`src/design/assert_macros.svh`:
```
// Assertion macros shared by the rational arithmetic unit RTL.
// Each macro expects signals clk and rst_n in the scope where it is used.
`ifndef ASSERT_MACROS_SVH
`define ASSERT_MACROS_SVH

// Condition that holds at every edge outside reset.
`define RAU_ASSERT(lbl, cond, msg) \
  lbl: assert property (@(posedge clk) disable iff (!rst_n) (cond)) else $error(msg);

// Implication checked in the same cycle.
`define RAU_ASSERT_IMP(lbl, ante, cons, msg) \
  lbl: assert property (@(posedge clk) disable iff (!rst_n) (ante) |-> (cons)) else $error(msg);

// Implication checked in the following cycle.
`define RAU_ASSERT_NEXT(lbl, ante, cons, msg) \
  lbl: assert property (@(posedge clk) disable iff (!rst_n) (ante) |=> (cons)) else $error(msg);

`endif

```
`src/design/rau_pkg.sv`:
```
// Shared types, widths and command/status structs of the rational arithmetic unit.
// No dependencies.
`default_nettype none
package rau_pkg;
  localparam int OPERAND_WIDTH = 16;
  localparam int W     = OPERAND_WIDTH;
  localparam int PROD_W = 2 * W;
  localparam int SUM_W  = 2 * W + 2;
  localparam int MAG_W  = 2 * W + 1;
  localparam int CNT_W  = $clog2(MAG_W + 1);
  localparam int NUM_W  = 33;
  localparam int DEN_W  = 31;

  localparam logic [1:0] OP_ADD = 2'd0;
  localparam logic [1:0] OP_SUB = 2'd1;
  localparam logic [1:0] OP_MUL = 2'd2;
  localparam logic [1:0] OP_DIV = 2'd3;

  localparam logic [1:0] MUL_CROSS_A = 2'd0;
  localparam logic [1:0] MUL_CROSS_B = 2'd1;
  localparam logic [1:0] MUL_DEN     = 2'd2;

  typedef logic [NUM_W-1:0] num_t;
  typedef logic [DEN_W-1:0] den_t;
  typedef logic [MAG_W-1:0] mag_t;
  typedef logic [CNT_W-1:0] cnt_t;

  typedef struct packed {
    logic       load;
    logic       mul_en;
    logic [1:0] mul_idx;
    logic       comb;
    logic       gcd_init;
    logic       gcd_step;
    logic       gcd_fin;
    logic       div_start;
    logic       div_step;
    logic       div_save;
    logic       div_sel;
    logic       fin;
  } rau_cmd_t;

  typedef struct packed {
    logic err;
    logic gcd_done;
  } rau_sts_t;
endpackage
`default_nettype wire

```
`src/design/rational_arithmetic_unit.sv`:
```
// Top level of the rational arithmetic unit: controller plus datapath.
// Depends on rau_pkg, rau_ctrl, rau_datapath.
//
//  channel | ports                                        | dir
//  input   | in_valid in_ready in_action in_lhs_num ...   | in
//  result  | out_valid out_ready out_res_num out_res_den out_status | out
//
// One item goes through three products on the shared multiplier, a binary GCD at
// one shift or subtract per cycle, then two restoring divisions through one
// divider. A zero denominator skips straight to the result.
// Items are processed one at a time; a new item is taken while a result waits,
// and a finished result stalls until the previous one is taken.
// Reset is synchronous active low and clears only control state.
`default_nettype none
module rational_arithmetic_unit (
  input  wire logic                          clk,
  input  wire logic                          rst_n,
  input  wire logic                          in_valid,
  output logic                               in_ready,
  input  wire logic [1:0]                    in_action,
  input  wire logic signed [rau_pkg::W-1:0]  in_lhs_num,
  input  wire logic signed [rau_pkg::W-1:0]  in_lhs_den,
  input  wire logic signed [rau_pkg::W-1:0]  in_rhs_num,
  input  wire logic signed [rau_pkg::W-1:0]  in_rhs_den,
  output logic                               out_valid,
  input  wire logic                          out_ready,
  output logic signed [rau_pkg::NUM_W-1:0]   out_res_num,
  output logic [rau_pkg::DEN_W-1:0]          out_res_den,
  output logic                               out_status
);
  rau_pkg::rau_cmd_t cmd;
  rau_pkg::rau_sts_t sts;

  rau_ctrl u_ctrl (
    .clk       (clk),
    .rst_n     (rst_n),
    .in_valid  (in_valid),
    .in_ready  (in_ready),
    .out_valid (out_valid),
    .out_ready (out_ready),
    .sts       (sts),
    .cmd       (cmd)
  );

  rau_datapath u_dp (
    .clk         (clk),
    .cmd         (cmd),
    .sts         (sts),
    .in_action   (in_action),
    .in_lhs_num  (in_lhs_num),
    .in_lhs_den  (in_lhs_den),
    .in_rhs_num  (in_rhs_num),
    .in_rhs_den  (in_rhs_den),
    .out_res_num (out_res_num),
    .out_res_den (out_res_den),
    .out_status  (out_status)
  );
endmodule
`default_nettype wire

```
`src/design/rau_datapath.sv`:
```
// Datapath: operand registers, shared multiplier, binary GCD, restoring divider,
// result registers. Depends on rau_pkg.
`default_nettype none
module rau_datapath (
  input  wire logic                          clk,
  input  wire rau_pkg::rau_cmd_t             cmd,
  output rau_pkg::rau_sts_t                  sts,
  input  wire logic [1:0]                    in_action,
  input  wire logic signed [rau_pkg::W-1:0]  in_lhs_num,
  input  wire logic signed [rau_pkg::W-1:0]  in_lhs_den,
  input  wire logic signed [rau_pkg::W-1:0]  in_rhs_num,
  input  wire logic signed [rau_pkg::W-1:0]  in_rhs_den,
  output logic signed [rau_pkg::NUM_W-1:0]   out_res_num,
  output logic [rau_pkg::DEN_W-1:0]          out_res_den,
  output logic                               out_status
);
  logic [1:0]                         op_r;
  logic signed [rau_pkg::W-1:0]       ln_r, ld_r, rn_r, rd_r;
  logic signed [rau_pkg::PROD_W-1:0]  pa_r, pb_r, pd_r;
  logic signed [rau_pkg::SUM_W-1:0]   num_r;
  logic                               err_r, neg_r;
  rau_pkg::mag_t                      mn_r, md_r, ga_r, gb_r, g_r, rem_r, quo_r, qn_r, qd_r;
  rau_pkg::cnt_t                      k_r;
  logic signed [rau_pkg::NUM_W-1:0]   res_num_r;
  rau_pkg::den_t                      res_den_r;
  logic                               status_r;

  logic signed [rau_pkg::W-1:0]       m_a, m_b;
  logic signed [rau_pkg::PROD_W-1:0]  prod;
  logic signed [rau_pkg::SUM_W-1:0]   ext_a, ext_b, num_nxt, num_neg;
  logic signed [rau_pkg::PROD_W-1:0]  den_neg;
  rau_pkg::mag_t                      ga_nxt, gb_nxt, g_nxt;
  rau_pkg::cnt_t                      k_nxt;
  logic [rau_pkg::MAG_W:0]            trial, trial_sub;
  logic                               qbit;
  rau_pkg::num_t                      qn_signed;

  always_comb begin
    case (cmd.mul_idx)
      rau_pkg::MUL_CROSS_A: begin
        m_a = ln_r;
        m_b = (op_r == rau_pkg::OP_MUL) ? rn_r : rd_r;
      end
      rau_pkg::MUL_CROSS_B: begin
        m_a = rn_r;
        m_b = ld_r;
      end
      default: begin
        m_a = ld_r;
        m_b = (op_r == rau_pkg::OP_DIV) ? rn_r : rd_r;
      end
    endcase
    prod = m_a * m_b;
  end

  always_comb begin
    ext_a = rau_pkg::SUM_W'(pa_r);
    ext_b = rau_pkg::SUM_W'(pb_r);
    case (op_r)
      rau_pkg::OP_ADD: num_nxt = ext_a + ext_b;
      rau_pkg::OP_SUB: num_nxt = ext_a - ext_b;
      default:         num_nxt = ext_a;
    endcase
    num_neg = -num_r;
    den_neg = -pd_r;
  end

  // one binary GCD step per cycle
  always_comb begin
    ga_nxt = ga_r;
    gb_nxt = gb_r;
    k_nxt  = k_r;
    if (!ga_r[0] && !gb_r[0]) begin
      ga_nxt = ga_r >> 1;
      gb_nxt = gb_r >> 1;
      k_nxt  = k_r + rau_pkg::cnt_t'(1);
    end else if (!ga_r[0]) begin
      ga_nxt = ga_r >> 1;
    end else if (!gb_r[0]) begin
      gb_nxt = gb_r >> 1;
    end else if (ga_r >= gb_r) begin
      ga_nxt = ga_r - gb_r;
    end else begin
      gb_nxt = gb_r - ga_r;
    end
    g_nxt = (ga_r | gb_r) << k_r;
  end

  always_comb begin
    trial     = {rem_r, quo_r[rau_pkg::MAG_W-1]};
    trial_sub = trial - {1'b0, g_r};
    qbit      = (trial >= {1'b0, g_r});
    qn_signed = neg_r ? rau_pkg::num_t'(-qn_r) : rau_pkg::num_t'(qn_r);
  end

  always_ff @(posedge clk) begin
    if (cmd.load) begin
      op_r <= in_action;
      ln_r <= in_lhs_num;
      ld_r <= in_lhs_den;
      rn_r <= in_rhs_num;
      rd_r <= in_rhs_den;
    end
    if (cmd.mul_en) begin
      case (cmd.mul_idx)
        rau_pkg::MUL_CROSS_A: pa_r <= prod;
        rau_pkg::MUL_CROSS_B: pb_r <= prod;
        default:              pd_r <= prod;
      endcase
    end
    if (cmd.comb) begin
      num_r <= num_nxt;
      err_r <= (ld_r == '0) || (rd_r == '0) || (pd_r == '0);
      neg_r <= num_nxt[rau_pkg::SUM_W-1] != pd_r[rau_pkg::PROD_W-1];
    end
    if (cmd.gcd_init) begin
      mn_r <= num_r[rau_pkg::SUM_W-1] ? rau_pkg::mag_t'(num_neg) : rau_pkg::mag_t'(num_r);
      md_r <= pd_r[rau_pkg::PROD_W-1] ? rau_pkg::mag_t'(den_neg) : rau_pkg::mag_t'(pd_r);
      ga_r <= num_r[rau_pkg::SUM_W-1] ? rau_pkg::mag_t'(num_neg) : rau_pkg::mag_t'(num_r);
      gb_r <= pd_r[rau_pkg::PROD_W-1] ? rau_pkg::mag_t'(den_neg) : rau_pkg::mag_t'(pd_r);
      k_r  <= '0;
    end else if (cmd.gcd_step) begin
      ga_r <= ga_nxt;
      gb_r <= gb_nxt;
      k_r  <= k_nxt;
    end
    if (cmd.gcd_fin) begin
      g_r <= g_nxt;
    end
    if (cmd.div_start) begin
      rem_r <= '0;
      quo_r <= cmd.div_sel ? md_r : mn_r;
    end else if (cmd.div_step) begin
      rem_r <= qbit ? rau_pkg::mag_t'(trial_sub) : rau_pkg::mag_t'(trial);
      quo_r <= {quo_r[rau_pkg::MAG_W-2:0], qbit};
    end
    if (cmd.div_save) begin
      if (cmd.div_sel) begin
        qd_r <= quo_r;
      end else begin
        qn_r <= quo_r;
      end
    end
    if (cmd.fin) begin
      res_num_r <= err_r ? '0 : qn_signed;
      res_den_r <= err_r ? '0 : rau_pkg::den_t'(qd_r);
      status_r  <= err_r;
    end
  end

  assign sts          = '{err: err_r, gcd_done: (ga_r == '0) || (gb_r == '0)};
  assign out_res_num  = res_num_r;
  assign out_res_den  = res_den_r;
  assign out_status   = status_r;
endmodule
`default_nettype wire

```
`src/design/rau_ctrl.sv`:
```
// Controller state machine: sequences multiply, GCD and divide phases, owns the
// handshakes. Depends on rau_pkg and assert_macros.svh.
`default_nettype none
`include "assert_macros.svh"
module rau_ctrl (
  input  wire logic          clk,
  input  wire logic          rst_n,
  input  wire logic          in_valid,
  output logic               in_ready,
  output logic               out_valid,
  input  wire logic          out_ready,
  input  wire rau_pkg::rau_sts_t sts,
  output rau_pkg::rau_cmd_t  cmd
);
  typedef enum logic [8:0] {
    S_IDLE  = 9'b000000001,
    S_MUL   = 9'b000000010,
    S_COMB  = 9'b000000100,
    S_GINIT = 9'b000001000,
    S_GCD   = 9'b000010000,
    S_DINIT = 9'b000100000,
    S_DIV   = 9'b001000000,
    S_DSAVE = 9'b010000000,
    S_DONE  = 9'b100000000
  } state_t;

  state_t        state_r, state_nxt;
  rau_pkg::cnt_t cnt_r, cnt_nxt;
  logic          sel_r, sel_nxt;
  logic          out_valid_r, out_valid_nxt;
  logic          out_free;

  assign out_free = !out_valid_r || out_ready;

  always_comb begin
    state_nxt     = state_r;
    cnt_nxt       = cnt_r;
    sel_nxt       = sel_r;
    cmd           = '0;
    cmd.mul_idx   = cnt_r[1:0];
    cmd.div_sel   = sel_r;
    out_valid_nxt = out_valid_r && !out_ready;
    case (state_r)
      S_IDLE: begin
        if (in_valid) begin
          cmd.load  = 1'b1;
          cnt_nxt   = '0;
          state_nxt = S_MUL;
        end
      end
      S_MUL: begin
        cmd.mul_en = 1'b1;
        cnt_nxt    = cnt_r + rau_pkg::cnt_t'(1);
        if (cnt_r[1:0] == rau_pkg::MUL_DEN) begin
          state_nxt = S_COMB;
        end
      end
      S_COMB: begin
        cmd.comb  = 1'b1;
        state_nxt = S_GINIT;
      end
      S_GINIT: begin
        cmd.gcd_init = 1'b1;
        sel_nxt      = 1'b0;
        state_nxt    = sts.err ? S_DONE : S_GCD;
      end
      S_GCD: begin
        if (sts.gcd_done) begin
          cmd.gcd_fin = 1'b1;
          state_nxt   = S_DINIT;
        end else begin
          cmd.gcd_step = 1'b1;
        end
      end
      S_DINIT: begin
        cmd.div_start = 1'b1;
        cnt_nxt       = '0;
        state_nxt     = S_DIV;
      end
      S_DIV: begin
        cmd.div_step = 1'b1;
        cnt_nxt      = cnt_r + rau_pkg::cnt_t'(1);
        if (cnt_r == rau_pkg::cnt_t'(rau_pkg::MAG_W - 1)) begin
          state_nxt = S_DSAVE;
        end
      end
      S_DSAVE: begin
        cmd.div_save = 1'b1;
        sel_nxt      = 1'b1;
        state_nxt    = sel_r ? S_DONE : S_DINIT;
      end
      S_DONE: begin
        if (out_free) begin
          cmd.fin       = 1'b1;
          out_valid_nxt = 1'b1;
          state_nxt     = S_IDLE;
        end
      end
      default: begin
        state_nxt = S_IDLE;
      end
    endcase
  end

  always_ff @(posedge clk) begin
    if (!rst_n) begin
      state_r     <= S_IDLE;
      cnt_r       <= '0;
      sel_r       <= 1'b0;
      out_valid_r <= 1'b0;
    end else begin
      state_r     <= state_nxt;
      cnt_r       <= cnt_nxt;
      sel_r       <= sel_nxt;
      out_valid_r <= out_valid_nxt;
    end
  end

  assign in_ready  = (state_r == S_IDLE);
  assign out_valid = out_valid_r;

  `RAU_ASSERT(a_state_onehot, $onehot(state_r), "state not one-hot")
  `RAU_ASSERT_IMP(a_no_overwrite, cmd.fin, !out_valid_r || out_ready, "result overwritten")
  `RAU_ASSERT_IMP(a_div_cnt, state_r == S_DIV, cnt_r < rau_pkg::cnt_t'(rau_pkg::MAG_W), "div count overrun")
  `RAU_ASSERT_NEXT(a_fin_valid, cmd.fin, out_valid_r, "finished result not presented")
endmodule
`default_nettype wire
```
`config.mk`:
```
export PLATFORM = sky130hd
export DESIGN_NAME = rational_arithmetic_unit
export DESIGN_NICKNAME = d
export VERILOG_FILES = /design/src/design/rau_pkg.sv /design/src/design/rational_arithmetic_unit.sv /design/src/design/rau_datapath.sv /design/src/design/rau_ctrl.sv
export VERILOG_INCLUDE_DIRS = /design/src /design/src/design
export SDC_FILE = /design/constraint.sdc
export NUM_CORES = 2
export LEC_CHECK = 0
export BUFFER_PORTS_ARGS = -buffer_cell sky130_fd_sc_hd__buf_2
export CAP_MARGIN = 20
export CORE_ASPECT_RATIO = 2
export CORE_MARGIN = 8
export CORE_UTILIZATION = 43
export DETAILED_ROUTE_END_ITERATION = 7
export PLACE_DENSITY = 0.59
export SETUP_SLACK_MARGIN = 0.4
export SYNTH_ARGS = -nofsm -noshare
export SYNTH_HDL_FRONTEND = slang
export SYNTH_SLANG_ARGS = --single-unit
```
`constraint.sdc`:
```
create_clock -name clk -period 9.6 [get_ports clk]
set_input_delay 1.44 -clock clk [delete_from_list [all_inputs] [get_ports clk]]
set_output_delay 1.44 -clock clk [all_outputs]
set_load 0.01 [all_outputs]
```
==> impl_metrics.py <==
metrics = {
    "run": {
        "maxCapViolCount": 0,
    },
    "cells_and_area": {
        "final.fill_count": 9560,
        "num_antenna_cells": 0,
        "nets": 5053,
        "flow.area_growth_from_synthesis_pct": 10.1,
        "final_layout_size_suffix_gt1_share_pct": 8.56,
    },
    "floorplan": {
        "core_region_area_mm2": 0.0999,
        "die_w_um": 240,
        "dieArea_mm2": 0.112,
        "top_level_ports": 137,
        "die_h_um": 465,
        "core.rowCount": 164,
        "initial_core_util_pct": 43.3,
    },
    "synth": {
        "synth.avg_cell_area_um2": 9.94,
        "synth.top_cells.by_count": "edfxtp_1, inv_1, nor2_1, nand2_1, o21ai_0",
        "net_count_after_synthesis": 4947,
        "yosysSeqAreaShare_pct": 38.9,
        "yosys_register_bits": 579,
        "synthArstFlopShare_pct": 0,
        "synth.mux.area_fraction_pct": 2.94,
        "most_frequently_used_cell_type_in_the_post_synthesis_netlist": "edfxtp_1",
        "synthSimpleGateAreaFrac_pct": 13.5,
        "netlist_top_cells_area": "edfxtp_1, fa_1, ha_1",
        "syn_inst": 4356,
        "postSynth.topFlopCell": "edfxtp_1",
        "synth_xor_area_share_pct": 5.60,
        "synth_top_cell_area_share_pct": 36.3,
        "synth_largest_area_cell": "edfxtp_1",
        "dominant_combinational_cell_family_by_area_after_synthesis": "adder cells",
        "synthAdderAreaFrac_pct": 19.7,
        "summed_instance_area_of_the_synthesized_netlist_mm2": 0.0433,
        "number_of_flops_mapped_to_enable_cells_by_yosys": 523,
        "yosys_warnings": 0,
        "yosysUniqueCellTypes": 81,
        "synth_compound_gate_area_share_pct": 13.7,
    },
    "grt": {
        "number_of_global_route_vias_before_repair": 35500,
        "antenna_found_initial": 3,
        "groute.usage.overall_pct": 26.3,
        "grt_pass1_wl_um": 218000,
        "grt-ovfl-total": 0,
        "grt_max_degree": 76,
    },
    "route": {
        "drt-pass1-iter-count": 6,
        "wirelength_um": 148000,
        "met1Wirelength_um": 41100,
        "wl_met2_um": 85700,
        "route.vias.total": 33000,
        "route.detailed.wl_per_inst_um": 25.4,
        "met3WireLength_um": 4890,
        "detail_route.vias_per_cell": 5.65,
        "drc_errors": 0,
        "uppermost_layer_routed": "met4",
        "antenna_violating_nets_post_route": 0,
        "dr.first_iter.drc_count": 1626,
    },
    "outcome": {
        "status": "completed",
    },
    "hold_path": {
        "whs_path_depth": 1,
        "hp-class": "reg -> reg",
        "holdCritStartpoint": "u_ctrl.cnt_r[5]$_SDFFE_PN0P_",
        "min_delay_worst_endpoint": "u_ctrl.cnt_r[5]$_SDFFE_PN0P_",
    },
    "cts": {
        "htreeDepth": 2,
        "worstSkewPairLatency_ns": 0.68,
        "clockBufferDepth": 3,
        "cts_buffers": 56,
        "numClockSinks": 579,
        "worst_setup_hold_path_clk_slew_ns": 0.07,
        "root_buffer": "clkbuf_16",
        "holdBufCountCts": 0,
        "tritoncts": "yes",
    },
    "timing": {
        "postLayoutSetupSlackWorst_ns": 0.809,
        "timing_worst_slew_pin_value_ns": 1.23,
        "report.final.setup_viol": 0,
        "slew_viol_final": 0,
        "clock_skew_ns": 0.0667,
        "fmax_mhz": 114,
        "min_tclk_post_route_ns": 8.79,
        "fin_setup_tns_ns": 0,
        "final_hold_viol_count": 0,
        "layout_worst_path_cycle_share_pct": 91.6,
        "slew_headroom_pct": 17.1,
        "rsz0062_at_grt": "no",
    },
    "worst_setup_path": {
        "most_frequent_cell_on_the_critical_path": "fa_1",
        "timing.critical_path.max_delay_family": "adder cells",
        "critical_path.slowest_cell": "a221oi_2",
        "crit_buf_inv": 9,
        "setup.worst_path.start_class": "register",
        "cp.required_ns": 9.99,
        "worst-setup-path-type": "reg -> reg",
        "r2r-start": "u_ctrl.cnt_r[0]$_SDFFE_PN0P_",
        "worstPathMaxFanout": 17,
        "worst_setup_path_end_kind": "register",
        "cpPeakStageDelay_ns": 0.71,
        "capture_point_of_the_worst_reg_to_reg_path": "u_dp.pd_r[30]$_DFFE_PP_",
        "r2r.worst_path.cells": 30,
        "worst-endpoint-arrival_ns": 9.18,
        "rrSetupSlack_ns": 0.81,
    },
    "placed_design": {
        "port-buffer-count": 136,
        "dp_hpwl_um": 122000,
        "routabilityCongestion": 1.05,
        "dpl_worst_slack_ns": 0.451,
    },
}
-- per-layer routing --
metal,global-route usage (%),up-vias
met2,54.0,971
met1,20.0,16100
met3,3.26,525
met4,24.2,0
met5,0,-
li1,-,15400
-- layout by cell type (no fill, tap or decap), types with 18 or more instances in the layout --
cell | netlist | final
buf_4 | 0 | 80
o211ai_1 | 18 | 18
mux2i_1 | 99 | 99
a221oi_1 | 43 | 37
or4_1 | 22 | 22
nor2b_1 | 71 | 67
nand4_1 | 24 | 24
ha_1 | 255 | 255
edfxtp_1 | 523 | 523
fa_1 | 266 | 266
a31oi_1 | 18 | 18
inv_1 | 475 | 473
nand2b_1 | 54 | 53
o21a_1 | 26 | 26
nand3_1 | 29 | 29
clkbuf_16 | 0 | 57
o21ai_0 | 290 | 285
xor2_1 | 102 | 102
a21oi_1 | 256 | 256
nor3_1 | 59 | 58
o21bai_1 | 33 | 33
nor2_1 | 421 | 417
nand2_1 | 402 | 402
xnor2_1 | 172 | 172
dfxtp_1 | 56 | 54
o41ai_1 | 19 | 19
or3_1 | 19 | 19
and3_1 | 19 | 19
a211oi_1 | 31 | 31
nor4_1 | 52 | 52
and2_1 | 38 | 37
a21o_1 | 40 | 40
o31ai_1 | 45 | 45
buf_2 | 4 | 137
-- state kept, by name (all words and copies together) (netlist names), 9 cells and up --
name / count
u_dp.g_r: 33
u_dp.ga_r: 33
u_dp.gb_r: 33
u_dp.mn_r: 33
u_dp.num_r: 33
u_dp.out_res_num: 33
u_dp.qn_r: 33
u_dp.quo_r: 33
u_dp.rem_r: 33
u_dp.md_r: 32
u_dp.pa_r: 32
u_dp.pb_r: 32
u_dp.pd_r: 32
u_dp.out_res_den: 31
u_dp.qd_r: 31
u_dp.ld_r: 16
u_dp.ln_r: 16
u_dp.rd_r: 16
u_dp.rn_r: 16
u_ctrl.state_r: 9
-- worst register-to-register path, delay by kind of cell, from the launching register on --
kind,cells,cell delay [ns]
flip-flops,1,0.36
AND/OR/NAND/NOR,5,1.28
adder cells (fa/ha/maj),8,3.49
AO/OA/AOI/OAI,7,2.08
buffers and inverters,9,1.11
XOR/XNOR,1,0.15
-- final cells by class --
class,count,area (um2),share of cell area [%]
inverters,479,1800,3.78
clock inverters,38,448,0.940
repair buffers,219,1330,2.78
well taps,1328,1660,3.49
flip-flops and latches,579,16800,35.3
clock buffers,66,1470,3.09
multi-input cells,3127,24100,50.6
-- cells by family (layout without fill, tap and decap cells) --
| group | after synthesis | after routing |
|---|---|---|
| mux | 120 | 120 |
| simple gates | 1262 | 1262 |
| buf+inv | 650 | 802 |
| flops | 579 | 579 |
| xor+xnor | 275 | 275 |
| fa+ha+maj | 521 | 521 |
| compound gates | 949 | 949 |
-- stage by stage --
step	utilization, %	area, um2	hold slack [ns]	instances
after floorplan	-	43300	0.423	4356
after global placement	45.7	45700	0.444	5727
after detailed placement	45.7	45700	0.462	5730
after CTS	47.6	47600	0.472	5834
after global routing	47.7	47700	0.484	5836
final	47.7	47700	0.462	5836
-- worst max-delay path by stage --
stage                                             from                 endpoint  cells after the start
final                     u_ctrl.cnt_r[0]$_SDFFE_PN0P_  u_dp.pd_r[30]$_DFFE_PP_                     30
after floorplan           u_ctrl.cnt_r[1]$_SDFFE_PN0P_  u_dp.pa_r[29]$_DFFE_PP_                     29
after global routing      u_ctrl.cnt_r[0]$_SDFFE_PN0P_  u_dp.pb_r[30]$_DFFE_PP_                     31
after CTS                 u_ctrl.cnt_r[0]$_SDFFE_PN0P_  u_dp.pd_r[29]$_DFFE_PP_                     27
after detailed placement  u_ctrl.cnt_r[0]$_SDFFE_PN0P_  u_dp.pd_r[29]$_DFFE_PP_                     27
after global placement    u_ctrl.cnt_r[0]$_SDFFE_PN0P_  u_dp.pd_r[29]$_DFFE_PP_                     27
-- repair_timing --
action,4_1_cts,5_1_grt
setup buffers,0,0
cloned,0,0
gates resized for setup,1,3
endpoints found under the setup margin,3,15
pin swaps,0,0
Power is not shown: default switching activity piles up to over one toggle a cycle in this logic, so the estimate is an artifact.
